## src/hw/rtl/pip_pkg.sv

```systemverilog
// Shared types and constants of the point-in-polygon set.
`default_nettype none

package pip_pkg;

	localparam int OP_W    = 2;
	localparam int ID_W    = 3;
	localparam int COORD_W = 16;
	localparam int INDEX_W = 3;

	typedef enum logic [OP_W-1:0] {
		OP_CLEAR  = 2'd0,
		OP_APPEND = 2'd1,
		OP_QUERY  = 2'd2
	} op_t;

	typedef struct packed {
		logic clear;
		logic append;
		logic start_query;
		logic next_poly;
		logic read;
		logic close;
		logic load_result;
		logic found;
	} pip_cmd_t;

	typedef struct packed {
		logic poly_short;
		logic last_vert;
		logic last_poly;
		logic pipe_busy;
		logic odd;
	} pip_status_t;

endpackage

`default_nettype wire

```

## src/hw/rtl/pip_ctrl.sv

```systemverilog
// Controller state machine: item decode, polygon/edge walk sequencing, result handoff.
`default_nettype none

module pip_ctrl import pip_pkg::*; (
	input  wire logic            clk,
	input  wire logic            arst_n,
	input  wire logic            req_valid,
	input  wire logic [OP_W-1:0] req_op,
	output logic                 req_ready,
	output logic                 rsp_valid,
	input  wire logic            rsp_ready,
	output pip_cmd_t             cmd,
	input  wire pip_status_t     st
);

	typedef enum logic [5:0] {
		S_IDLE   = 6'b000001,
		S_POLY   = 6'b000010,
		S_READ   = 6'b000100,
		S_CLOSE  = 6'b001000,
		S_DRAIN  = 6'b010000,
		S_FINISH = 6'b100000
	} state_t;

	state_t state_q, state_d;
	logic   found_q, found_d;
	logic   out_valid_q;

	assign req_ready = (state_q == S_IDLE);
	assign rsp_valid = out_valid_q;

	always_comb begin
		cmd     = '0;
		state_d = state_q;
		found_d = found_q;
		case (state_q)
			S_IDLE: begin
				if (req_valid) begin
					case (req_op)
						OP_CLEAR:  cmd.clear = 1'b1;
						OP_APPEND: cmd.append = 1'b1;
						OP_QUERY: begin
							cmd.start_query = 1'b1;
							state_d         = S_POLY;
						end
						default: ;
					endcase
				end
			end
			S_POLY: begin
				// fewer than two vertices: no edge can be crossed
				if (st.poly_short) begin
					if (st.last_poly) begin
						found_d = 1'b0;
						state_d = S_FINISH;
					end else begin
						cmd.next_poly = 1'b1;
					end
				end else begin
					state_d = S_READ;
				end
			end
			S_READ: begin
				cmd.read = 1'b1;
				if (st.last_vert) state_d = S_CLOSE;
			end
			S_CLOSE: begin
				cmd.close = 1'b1;
				state_d   = S_DRAIN;
			end
			S_DRAIN: begin
				if (!st.pipe_busy) begin
					if (st.odd) begin
						found_d = 1'b1;
						state_d = S_FINISH;
					end else if (st.last_poly) begin
						found_d = 1'b0;
						state_d = S_FINISH;
					end else begin
						cmd.next_poly = 1'b1;
						state_d       = S_POLY;
					end
				end
			end
			S_FINISH: begin
				if (!out_valid_q || rsp_ready) begin
					cmd.load_result = 1'b1;
					cmd.found       = found_q;
					state_d         = S_IDLE;
				end
			end
			default: state_d = S_IDLE;
		endcase
	end

	always_ff @(posedge clk or negedge arst_n) begin
		if (!arst_n) begin
			state_q     <= S_IDLE;
			found_q     <= 1'b0;
			out_valid_q <= 1'b0;
		end else begin
			state_q <= state_d;
			found_q <= found_d;
			if (cmd.load_result) out_valid_q <= 1'b1;
			else if (rsp_ready)  out_valid_q <= 1'b0;
		end
	end

endmodule

`default_nettype wire

```

## config.mk

```make
export PLATFORM = sky130hd
export DESIGN_NAME = pip_ctrl
export DESIGN_NICKNAME = d
export VERILOG_FILES = /design/src/hw/rtl/pip_pkg.sv /design/src/hw/rtl/pip_ctrl.sv
export SDC_FILE = /design/constraint.sdc
export NUM_CORES = 1
export LEC_CHECK = 0
export BUFFER_PORTS_ARGS = -buffer_cell sky130_fd_sc_hd__buf_2
export CAP_MARGIN = 20
export CORE_AREA = 2 2 39 41
export DETAILED_ROUTE_END_ITERATION = 7
export DIE_AREA = 0 0 41 43
export HOLD_SLACK_MARGIN = 0.06
export PLACE_DENSITY = 0.67
export SLEW_MARGIN = 20
export SYNTH_ARGS = -nofsm -noshare
export SYNTH_HDL_FRONTEND = slang
export SYNTH_SLANG_ARGS = --single-unit
```

## constraint.sdc

```tcl
create_clock -name clk -period 1.7 [get_ports clk]
set_input_delay 0.34 -clock clk [delete_from_list [all_inputs] [get_ports clk]]
set_output_delay 0.34 -clock clk [all_outputs]
set_load 0.01 [all_outputs]
```

### Word-level counts from Yosys, hierarchy flattened

Index checks and enable logic that the tools add are counted.

* output and inout bits: 10
* register bits after elaboration: 8

* equal/unequal tests: 15
* muxes and demuxes: 31
* reduce and logical (&&, ||, !) cells: 7

Operators by type and width (number)
* $mux W6: 9
* $pmux W6 S6: 1
* $mux W1: 15
* $ne A2 B2 Y1 const B: 5
* $eq A6 B1 Y1 const B: 1
* $eq A6 B2 Y1 const B: 1
* $eq A6 B3 Y1 const B: 1
* $eq A6 B4 Y1 const B: 1
* $eq A6 B5 Y1 const B: 1
* $eq A6 B6 Y1 const B: 1
* $mux W3: 2
* $reduce_and A6 Y1: 1
* $mux W2: 2
* $pmux W1 S2: 2
* $reduce_bool A2 Y1: 2
* $ne A3 B3 Y1 const B: 1
* $reduce_and A3 Y1: 1
* $eq A2 B1 Y1 const B: 1
* $eq A2 B2 Y1 const B: 1
* $logic_not A2 Y1: 1
* $ne A2 B1 Y1 const B: 1
* $logic_not A1 Y1: 1
* $logic_or A1 B1 Y1: 1

### Logic depth before layout (Yosys ltp)

Gate-level depths: netlist of the first run.

* depth in word-level cells: 5
* depth in mapped cells: 5
* depth with buffers taken out: 5

### Least setup slack after synthesis of the first run

OpenSTA, ideal clock, no wires.

* kind: reg-to-output
* from: register state_q[2]
* to: output port cmd[7] (netlist name)
* arrival: 1290 ps
* stages on the path, launching flop included: 4
* path buffers: 0
* slack: 70 ps
* cell sequence: dfrtp_1 nor4_2 nand2_2 nor4b_2

RTL lines
* start: declaration: RTL line pip_ctrl.sv:25 `state_t state_q, state_d;`
* start signal: assignment: RTL line pip_ctrl.sv:102 `state_q <= state_d;`
* end: declaration: RTL line pip_ctrl.sv:12 `output pip_cmd_t cmd,`

==> results of run 1 <==
## stage by stage
stage / area, µm² / setup slack (ns) / util
floorplan: 529 / 0.0703 / -
global placement: 709 / 0.0490 / 0.513
detailed placement: 709 / 0.0196 / 0.513
CTS: 827 / -0.210 / 0.598
global route: 827 / -0.338 / 0.598
finish: 827 / -0.218 / 0.598
## flip-flops by register name, summed over array words and instances, names as in the netlist
register and cells:
state_q 6, found_q 1, rsp_valid 1
## worst reg2reg max path, delay by kind of cell, from the launching register on
| kind | cells | cell delay, ns |
|---|---|---|
| flip-flops | 1 | 0.45 |
| AO/OA/AOI/OAI | 2 | 0.23 |
| buffers and inverters | 2 | 0.33 |
| AND/OR/NAND/NOR | 2 | 0.32 |
## logic make-up (layout without fill, tap and decap cells)
kind of cell | after synthesis | count (layout) | share of synthesized area
buffers and inverters | 2 | 41 | 0.0142
AO/OA/AOI/OAI | 13 | 13 | 0.177
multiplexers | 1 | 1 | 0.0189
flip-flops | 8 | 8 | 0.381
AND/OR/NAND/NOR | 31 | 31 | 0.409
## power by group through the flow
| stage | clock network (W) | logic, W | registers (W) |
|---|---|---|---|
| finish | 0.000166 | 0.000269 | 0.000262 |
| global route | 0.000184 | 0.000296 | 0.000265 |
| CTS | 0.000172 | 0.000268 | 0.000261 |
| detailed placement | 0 | 0.000240 | 0.000263 |
| global placement | 0 | 0.000231 | 0.000261 |
| floorplan | 0 | 0.000139 | 0.000255 |
## final timing paths
kind                         endpoint  slack [ns]  cells past startpoint
max in group asynchronous  state_q[0]        1.01                      2
setup / recovery               cmd[4]       -0.22                      5
min in group asynchronous  state_q[1]        0.44                      2
hold reg to reg               found_q        0.57                      2
setup reg to reg              found_q        0.26                      6
hold / removal             state_q[2]        0.30                      2
## layout make-up
cell class                      instances  share of cell area
Inverter                                2             0.00908
Multi-Input combinational cell         45               0.421
Sequential cell                         8               0.245
Timing Repair Buffer                   35               0.269
Clock buffer                            4              0.0318
Tap cell                               16              0.0242
## what timing repair did
| action | 4_1_cts | 5_1_grt |
|---|---|---|
| gates resized for setup | 10 | 0 |
| endpoints found under the setup margin | 9 | 9 |
| hold buffers | 1 | 0 |
| buffers inserted | 6 | 0 |
| hold endpoints to repair | 7 | 0 |
| pin swaps | 6 | 1 |
## routing by layer
layer / track usage / up-vias
met2: 0.322 / 21
met4: 0.100 / 0
li1: - / 291
met1: 0.255 / 278
met3: 0.0471 / 4
met5: 0 / -
## layout by cell type, fill, tap and decap left out, types with 2 or more instances in the layout
master | synthesis | layout
buf_2 | 0 | 20
buf_4 | 0 | 12
dfrtp_1 | 7 | 6
nor2_1 | 5 | 4
nor2b_1 | 5 | 3
o21ai_0 | 3 | 3
clkbuf_4 | 0 | 3
and2_1 | 2 | 2
nor2b_2 | 0 | 2
nand3_2 | 1 | 2
nand3b_1 | 2 | 2
nand2b_1 | 2 | 2
buf_6 | 0 | 2
==> flow_summary.yaml, run 1 <==
sta:
  min_period_ns: 1.92
  fmax_mhz: 522
  fin_crit_sh: 1.13
  rsz0062_at_grt: "yes"
  worst_pin_slew_ns: 0.342
  maxSlewHeadroom: 0.769
  hold_ws_ns: 0.297
  fin_worst_skew_ns: 0.00973
  setup_viol: 9
  fin_setup_tns_ns: -1.01
  drv_slew: 0
  final-hold-violation-count: 0
  setup_slack_ns: -0.218
power:
  swShare: 0.354
  p_leak_nw: 0.408
  p_seq_frac: 0.375
  comb_power_share: 0.386
  powerDensity_nw_per_um2: 843
  irDropWorstVdd_uv: 525
  power_frac_clock: 0.238
  intPower_w: 0.000450
  p_sw_w: 0.000246
  power_w: 0.000697
yosys:
  synthCells: 55
  netlist_top_cells_area: "dfrtp_1 33%, nor2b_1 5.9%, dfstp_2 5.0%, nor4b_4 4.5%, nor2_1 3.5%"
  synth-async-reset-ratio: 1.00
  ys_ff_latch: 8
  synth_top_area_share: 0.331
  yosys_warnings: 0
  syn_avg_cell_area_um2: 9.62
  synthTopCellsByCount: "7 x dfrtp_1, 5 x nor2_1, 5 x nor2b_1"
  synth_edf_count: 0
  ys_seq_area_frac: 0.381
  synth_most_common_cell: "dfrtp_1"
  synth_ff_type: "dfrtp_1"
  yosys.area.top_type: "dfrtp_1"
  syn_nets: 66
  yosysUniqueCellTypes: 33
  syn_area_um2: 529
detailed_routing:
  m1WireLength_um: 633
  first_pass_iters: 3
  drt_wl_total_um: 1490
  drt_iter0_markers: 13
  detail-route-antenna-nets: 0
  drt-vias-per-instance: 5.40
  via_count: 594
  routed-wl-met2_um: 745
  drc: 0
  maxUsedRoutingLayer: "met4"
  wl_per_cell_um: 13.5
  routed-wl-met3_um: 80
clock_tree:
  h-tree-depth: 1
  numCtsBuffers: 3
  insertion_delay_ns: 0.27
  cts-root-buf: "clkbuf_4"
  cts_tree: "built"
  cts_max_path_buffers: 2
  clock_sinks: 8
  path_clk_slew_ns: 0.06
flow_run:
  cap_violations: 0
cells_and_area:
  fin_nets: 106
  syn_to_final_growth_pct: 56.3
  multiInputGateArea_um2: 348
  drive_gt1_frac: 0.553
  num-fill-cells: 115
  regArea_um2: 203
  stdcell_count: 110
  diodes: 0
global_route:
  grt_overflow: 0
  grt_max_degree: 9
  grt_pass1_wl_um: 2440
  track_usage: 0.207
  antenna_found_initial: 0
  first_global_vias: 576
worst_hold_path:
  worstHoldStart: "st[4]"
  min-delay-path-class: "in -> reg"
worst_setup_path:
  critPathRequiredTime_ns: 1.36
  r2r-start: "state_q[5]"
  worstSetupPathType: "reg -> out"
  worstPathArrival_ns: 1.58
  critPathMaxFanout: 4
  cp_top_family: "simple AND/OR/NAND/NOR gates"
  slowest_delay_ns: 0.45
  crit_start: "state_q[5]"
  worst-path-buf-inv: 1
  endpoint_kind: "output pin"
  worstSetupStartpointType: "register"
  crit_chain: "nor4b_4 > nand2_2 > o31a_1 > nor2_1 > buf_2"
  crit_slowest_cell: "dfrtp_2"
outcome:
  status: "finished with violations"
  violations: "negative setup slack"
floorplanning:
  start_util: 0.382
  coreArea_um2: 1380
  ios: 21
  num_rows: 14
  die_h_um: 43
  dieArea_um2: 1760
  die_w_um: 41
placement:
  gp_congestion: 0.850
  io_buffers: 20
  hpwl_um: 1050
  dp.cells: 99
Power figures use the tool's default switching activity.
==> inputs of run 2 (changes only) <==
Settings changed: ABC_AREA from default to 1, PLACE_DENSITY 0.67 to 0.73.
==> run 2 against run 1 <==
  * The run still ends with negative setup slack left
  * Combinational power increased by 130%
  * Sequential share of layout area decreased by 3.0 points
  * Flip-flop and latch count unchanged
==> flow_summary.yaml, run 2 <==
power:
  power_frac_clock: 0.149
  comb_power_share: 0.576
  powerDensity_nw_per_um2: 1140
  irDropWorstVdd_uv: 742
  p_seq_frac: 0.274
  p_sw_w: 0.000489
  intPower_w: 0.000596
  swShare: 0.451
  p_leak_nw: 0.523
cells_and_area:
  stdcell_count: 145
  syn_to_final_growth_pct: 56.6
  largest_register_ffs: 6
  largest-register: "state_q"
  mostFrequentLayoutCells: "20 x buf_2, 18 x inv_1, 15 x nand2_1"
  diodes: 0
  final_common_cell: "buf_2"
  drive_gt1_frac: 0.457
  fin_nets: 141
  post-route-util: 0.685
detailed_routing:
  wl_per_cell_um: 13.3
  drc: 0
  first_pass_iters: 4
  drt_wl_total_um: 1930
  drt_iter0_markers: 16
  drt-vias-per-instance: 5.09
  detail-route-antenna-nets: 0
  via_count: 738
yosys:
  yosys_warnings: 0
  netlist_top_cells_area: "dfrtp_1 29%, inv_1 12%, nor2_1 11%, nand2_1 9.9%, nor2_4 5.6%"
  synth-async-reset-ratio: 1.00
  syn_nets: 103
  ys_ff_latch: 8
  synthTopCellsByCount: "19 x inv_1, 17 x nor2_1, 16 x nand2_1"
  ys_seq_area_frac: 0.333
  yosys.area.top_type: "dfrtp_1"
  synth_edf_count: 0
  synth_top_area_share: 0.289
  syn_area_um2: 606
  synth_ff_type: "dfrtp_1"
  synth_most_common_cell: "inv_1"
  syn_avg_cell_area_um2: 6.58
  synthCells: 92
  yosysUniqueCellTypes: 19
placement:
  gp_congestion: 0.897
  dp.cells: 129
  hpwl_um: 1140
  io_buffers: 20
worst_setup_path:
  critPathMaxFanout: 3
  slowest_delay_ns: 0.46
  crit_slowest_cell: "dfrtp_2"
  worstSetupPathType: "reg -> out"
  crit_chain: "nor2_4 > nand4_2 > or2_4 > nand2_1 > buf_2"
  crit_start: "state_q[5]"
  worstPathArrival_ns: 1.49
  r2r-start: "state_q[4]"
  worstSetupStartpointType: "register"
  critPathRequiredTime_ns: 1.36
  endpoint_kind: "output pin"
global_route:
  track_usage: 0.219
  grt_overflow: 0
  first_global_vias: 640
  busiest_layer: "met2"
  met3_usage: 0.0157
  grt_max_degree: 9
  grt_pass1_wl_um: 2580
  met2_usage: 0.369
  gr-usage-met1: 0.245
  antenna_found_initial: 0
sta:
  setup_viol: 9
  fin_worst_skew_ns: 0.00438
  setup_slack_ns: -0.135
  drv_slew: 0
  fmax_mhz: 545
  worst_pin_slew_ns: 0.313
  final-hold-violation-count: 0
  rsz0062_at_grt: "yes"
  min_period_ns: 1.83
  maxSlewHeadroom: 0.791
  fin_crit_sh: 1.08
  hold_ws_ns: 0.278
floorplanning:
  dieArea_um2: 1760
  die_w_um: 41
  start_util: 0.438
  ios: 21
  num_rows: 14
  coreArea_um2: 1380
  die_h_um: 43
worst_hold_path:
  min-delay-path-class: "in -> reg"
  worstHoldStart: "rsp_ready"
clock_tree:
  path_clk_slew_ns: 0.06
  cts_tree: "built"
  cts-root-buf: "clkbuf_4"
  h-tree-depth: 1
  insertion_delay_ns: 0.26
  cts_max_path_buffers: 2
  clock_sinks: 8
  numCtsBuffers: 3
outcome:
  status: "finished with violations"
  violations: "negative setup slack"
flow_run:
  cap_violations: 0
==> run 2: cell types whose count changed after synthesis, moves of 2 or more <==
cell,change
nand2b_1,-2
nor2_4,+3
nand3_1,+4
o21ai_1,+4
and2_1,-2
nand2_2,-2
nand2_1,+15
nand4_1,+2
nor2_1,+12
nor2_2,+2
inv_1,+18
nor2b_1,-5
nand3b_1,-2
==> run 2: per-layer routing <==
layer / vias up / wire length [µm]
li1: 367 / -
met1: 341 / 806
met2: 20 / 996
met3: 10 / 33
met4: 0 / 91
met5: - / 0
==> run 2: power by group through the flow <==
| stage | logic, W | clock network [W] | registers (W) |
|---|---|---|---|
| floorplan | 0.000300 | 0 | 0.000286 |
| global placement | 0.000409 | 0 | 0.000288 |
| detailed placement | 0.000409 | 0 | 0.000291 |
| CTS | 0.000432 | 0.000162 | 0.000290 |
| global route | 0.000676 | 0.000170 | 0.000301 |
| finish | 0.000625 | 0.000162 | 0.000297 |
==> run 2: through the flow <==
step | TNS (ns) | cell area [µm²] | worst slack, ns | power [W]
after floorplan | 0 | 606 | 0.184 | 0.000585
after global placement | 0 | 733 | 0.143 | 0.000696
after detailed placement | 0 | 733 | 0.145 | 0.000700
after CTS | -0.320 | 797 | -0.0927 | 0.000884
after global routing | -1.03 | 948 | -0.173 | 0.00115
final | -0.585 | 948 | -0.135 | 0.00108
==> run 2: layout make-up <==
type	count	area (µm²)
multi-input combinational	64	408
timing repair buffer	33	215
tap	16	20.0
clock buffer	4	26.3
sequential	8	204
inverter	20	75.1
fill	117	435
==> run 2: kinds of logic (layout without fill, tap and decap cells) <==
logic type      after synthesis  after routing  share of synthesized area
compound gates               10             10                     0.0847
flops                         8              8                      0.333
simple gates                 54             54                      0.459
buf+inv                      20             57                      0.124
==> run 2: what timing repair did <==
action | CTS | global route
hold buffers | 1 | 0
endpoints found under the hold margin | 7 | 0
resized for setup | 2 | 21
buffers inserted | 3 | 8
gates cloned | 0 | 0
pin swaps | 4 | 7
endpoints found under the setup margin | 6 | 8
==> run 2: worst paths after layout <==
| kind | cells after the start | slack [ns] | end |
|---|---|---|---|
| worst max-delay path | 5 | -0.13 | cmd[4] |
| worst min-delay path | 2 | 0.28 | rsp_valid |
| worst max register to register | 9 | 0.21 | state_q[0] |
| worst min register to register | 2 | 0.54 | rsp_valid |
| max in group asynchronous | 2 | 0.99 | state_q[0] |
| min in group asynchronous | 2 | 0.46 | found_q |
==> run 2: worst max-delay path, delay by kind of cell, from the launching register on <==
kind | cells | cell delay [ns]
DFF | 1 | 0.46
buffers and inverters | 1 | 0.12
and+or+nand+nor | 4 | 0.66
==> inputs of run 3 (changes only) <==
==> constraint.sdc (replaced) <==
create_clock -name clk -period 1.7 [get_ports clk]
set_input_delay 0.51 -clock clk [delete_from_list [all_inputs] [get_ports clk]]
set_output_delay 0.51 -clock clk [all_outputs]
set_load 0.01 [all_outputs]
==> run 3 against run 2 <==
  * The flow still finishes with violations (negative setup slack)
  * Combinational power up 4.5%
  * Non-clock buffer count down 1
  * Total power up 3.0%
  * Worst setup slack worse by 0.16 ns
==> flow_summary.yaml, run 3 (synthesis gave the netlist of run 2 again) <==
detailed_routing:
  drt_wl_total_um: 1730
  via_count: 721
  drc: 0
  drt-vias-per-instance: 5.01
  detail-route-antenna-nets: 0
  wl_per_cell_um: 12.0
  first_pass_iters: 4
  drt_iter0_markers: 15
clock_tree:
  path_clk_slew_ns: 0.07
  numCtsBuffers: 3
  cts_tree: "built"
  insertion_delay_ns: 0.27
  cts-root-buf: "clkbuf_4"
  cts_max_path_buffers: 2
  h-tree-depth: 1
  clock_sinks: 8
cells_and_area:
  largest-register: "state_q"
  drive_gt1_frac: 0.461
  fin_nets: 140
  syn_to_final_growth_pct: 57.4
  final_common_cell: "buf_2"
  diodes: 0
  mostFrequentLayoutCells: "18 x buf_2, 16 x inv_1, 15 x nand2_1, 15 x nor2_1, 8 x buf_4"
  largest_register_ffs: 6
power:
  p_sw_w: 0.000497
  swShare: 0.445
  irDropWorstVdd_uv: 820
  p_leak_nw: 0.514
  power_frac_clock: 0.153
  comb_power_share: 0.585
  powerDensity_nw_per_um2: 1170
  p_seq_frac: 0.262
  intPower_w: 0.000620
placement:
  io_buffers: 20
  dp_slack_ns: -0.0261
  hpwl_um: 1220
  gp_congestion: 0.810
floorplanning:
  die_h_um: 43
  ios: 21
  coreArea_um2: 1380
  num_rows: 14
  die_w_um: 41
  start_util: 0.438
  dieArea_um2: 1760
worst_setup_path:
  worst-path-buf-inv: 1
  crit_chain: "nor2_4 > nand4_4 > or2_4 > nand2_1 > buf_2"
  critPathRequiredTime_ns: 1.19
  worstSetupStartpointType: "register"
  slowest_delay_ns: 0.41
  crit_slowest_cell: "dfrtp_1"
  critPathMaxFanout: 4
  rrSetupSlack_ns: 0.24
  endpoint_kind: "output pin"
  cp_top_family: "simple AND/OR/NAND/NOR gates"
  worstSetupPathType: "reg -> out"
  worstPathArrival_ns: 1.48
sta:
  worst_pin_slew_ns: 0.263
  min_period_ns: 1.99
  hold_ws_ns: 0.0756
  maxSlewHeadroom: 0.824
  drv_slew: 0
  rsz0062_at_grt: "yes"
  fin_crit_sh: 1.17
  final-hold-violation-count: 0
  setup_slack_ns: -0.290
  fmax_mhz: 503
  fin_worst_skew_ns: 0.00863
  setup_viol: 9
global_route:
  antenna_found_initial: 0
  gr-usage-met1: 0.261
  busiest_layer: "met2"
  track_usage: 0.207
  met2_usage: 0.334
  grt_overflow: 0
  met3_usage: 0.0314
  first_global_vias: 639
  grt_pass1_wl_um: 2500
  grt_max_degree: 9
outcome:
  violations: "negative setup slack"
  status: "finished with violations"
flow_run:
  cap_violations: 0
worst_hold_path:
  min-delay-path-class: "in -> async"
run 3: cell count changes in the layout (fill, tap and decap cells not counted), moves of 2 or more:
cell	change
buf_6	+2
inv_2	+2
nor2_1	+2
buf_2	-2
inv_1	-2
nand3_2	+2
run 3: final cells by class:
| type | count | area (µm²) |
|---|---|---|
| fill | 123 | 430 |
| clock buffer | 4 | 26.3 |
| timing repair buffer | 32 | 218 |
| tap | 16 | 20.0 |
| sequential | 8 | 203 |
| inverter | 20 | 75.1 |
| multi-input combinational | 64 | 412 |
run 3: what timing repair did:
item                                    in CTS  in global routing
endpoints found under the setup margin       9                  9
gates cloned                                 0                  0
pin swaps                                    3                  5
hold buffers                                 0                  0
setup buffers                                1                  5
gates resized for setup                      4                 21
endpoints found under the hold margin        0                  0
run 3: layer usage:
layer  share of wire  vias to the layer above  wire length, µm
met2            0.53                       16              922
met1            0.43                      337              740
li1                -                      365                -
met5               0                        -                0
met4           0.015                        0               26
met3           0.023                        3               39
run 3: final timing paths:
check                                start    endpoint  cells after the start
worst max-delay path            state_q[2]      cmd[4]                      5
worst min-delay path                arst_n     found_q                      1
worst max register to register  state_q[2]  state_q[3]                      8
worst min register to register   rsp_valid   rsp_valid                      2
max in group asynchronous           arst_n  state_q[0]                      1
min in group clk                 rsp_ready   rsp_valid                      2
run 3: metrics by stage:
stage	instances	setup TNS, ns	power (W)	util	area [µm²]
finish	144	-1.67	0.00112	0.689	953
global route	144	-2.21	0.00119	0.689	953
CTS	139	-1.49	0.000911	0.588	813
detailed placement	134	-0.0645	0.000730	0.557	771
global placement	134	0	0.000713	0.557	771
floorplan	92	0	0.000585	-	606
run 3: worst reg2reg max path, delay by kind of cell, from the launching register on:
family	cells	cell delay, ns
and+or+nand+nor	6	0.68
DFF	1	0.41
buffers and inverters	2	0.26
run 3: power groups by stage:
stage	registers [W]	logic [W]	clock network, W
global route	0.000296	0.000718	0.000177
global placement	0.000279	0.000434	0
detailed placement	0.000284	0.000446	0
CTS	0.000286	0.000461	0.000164
finish	0.000293	0.000653	0.000171
floorplan	0.000286	0.000300	0
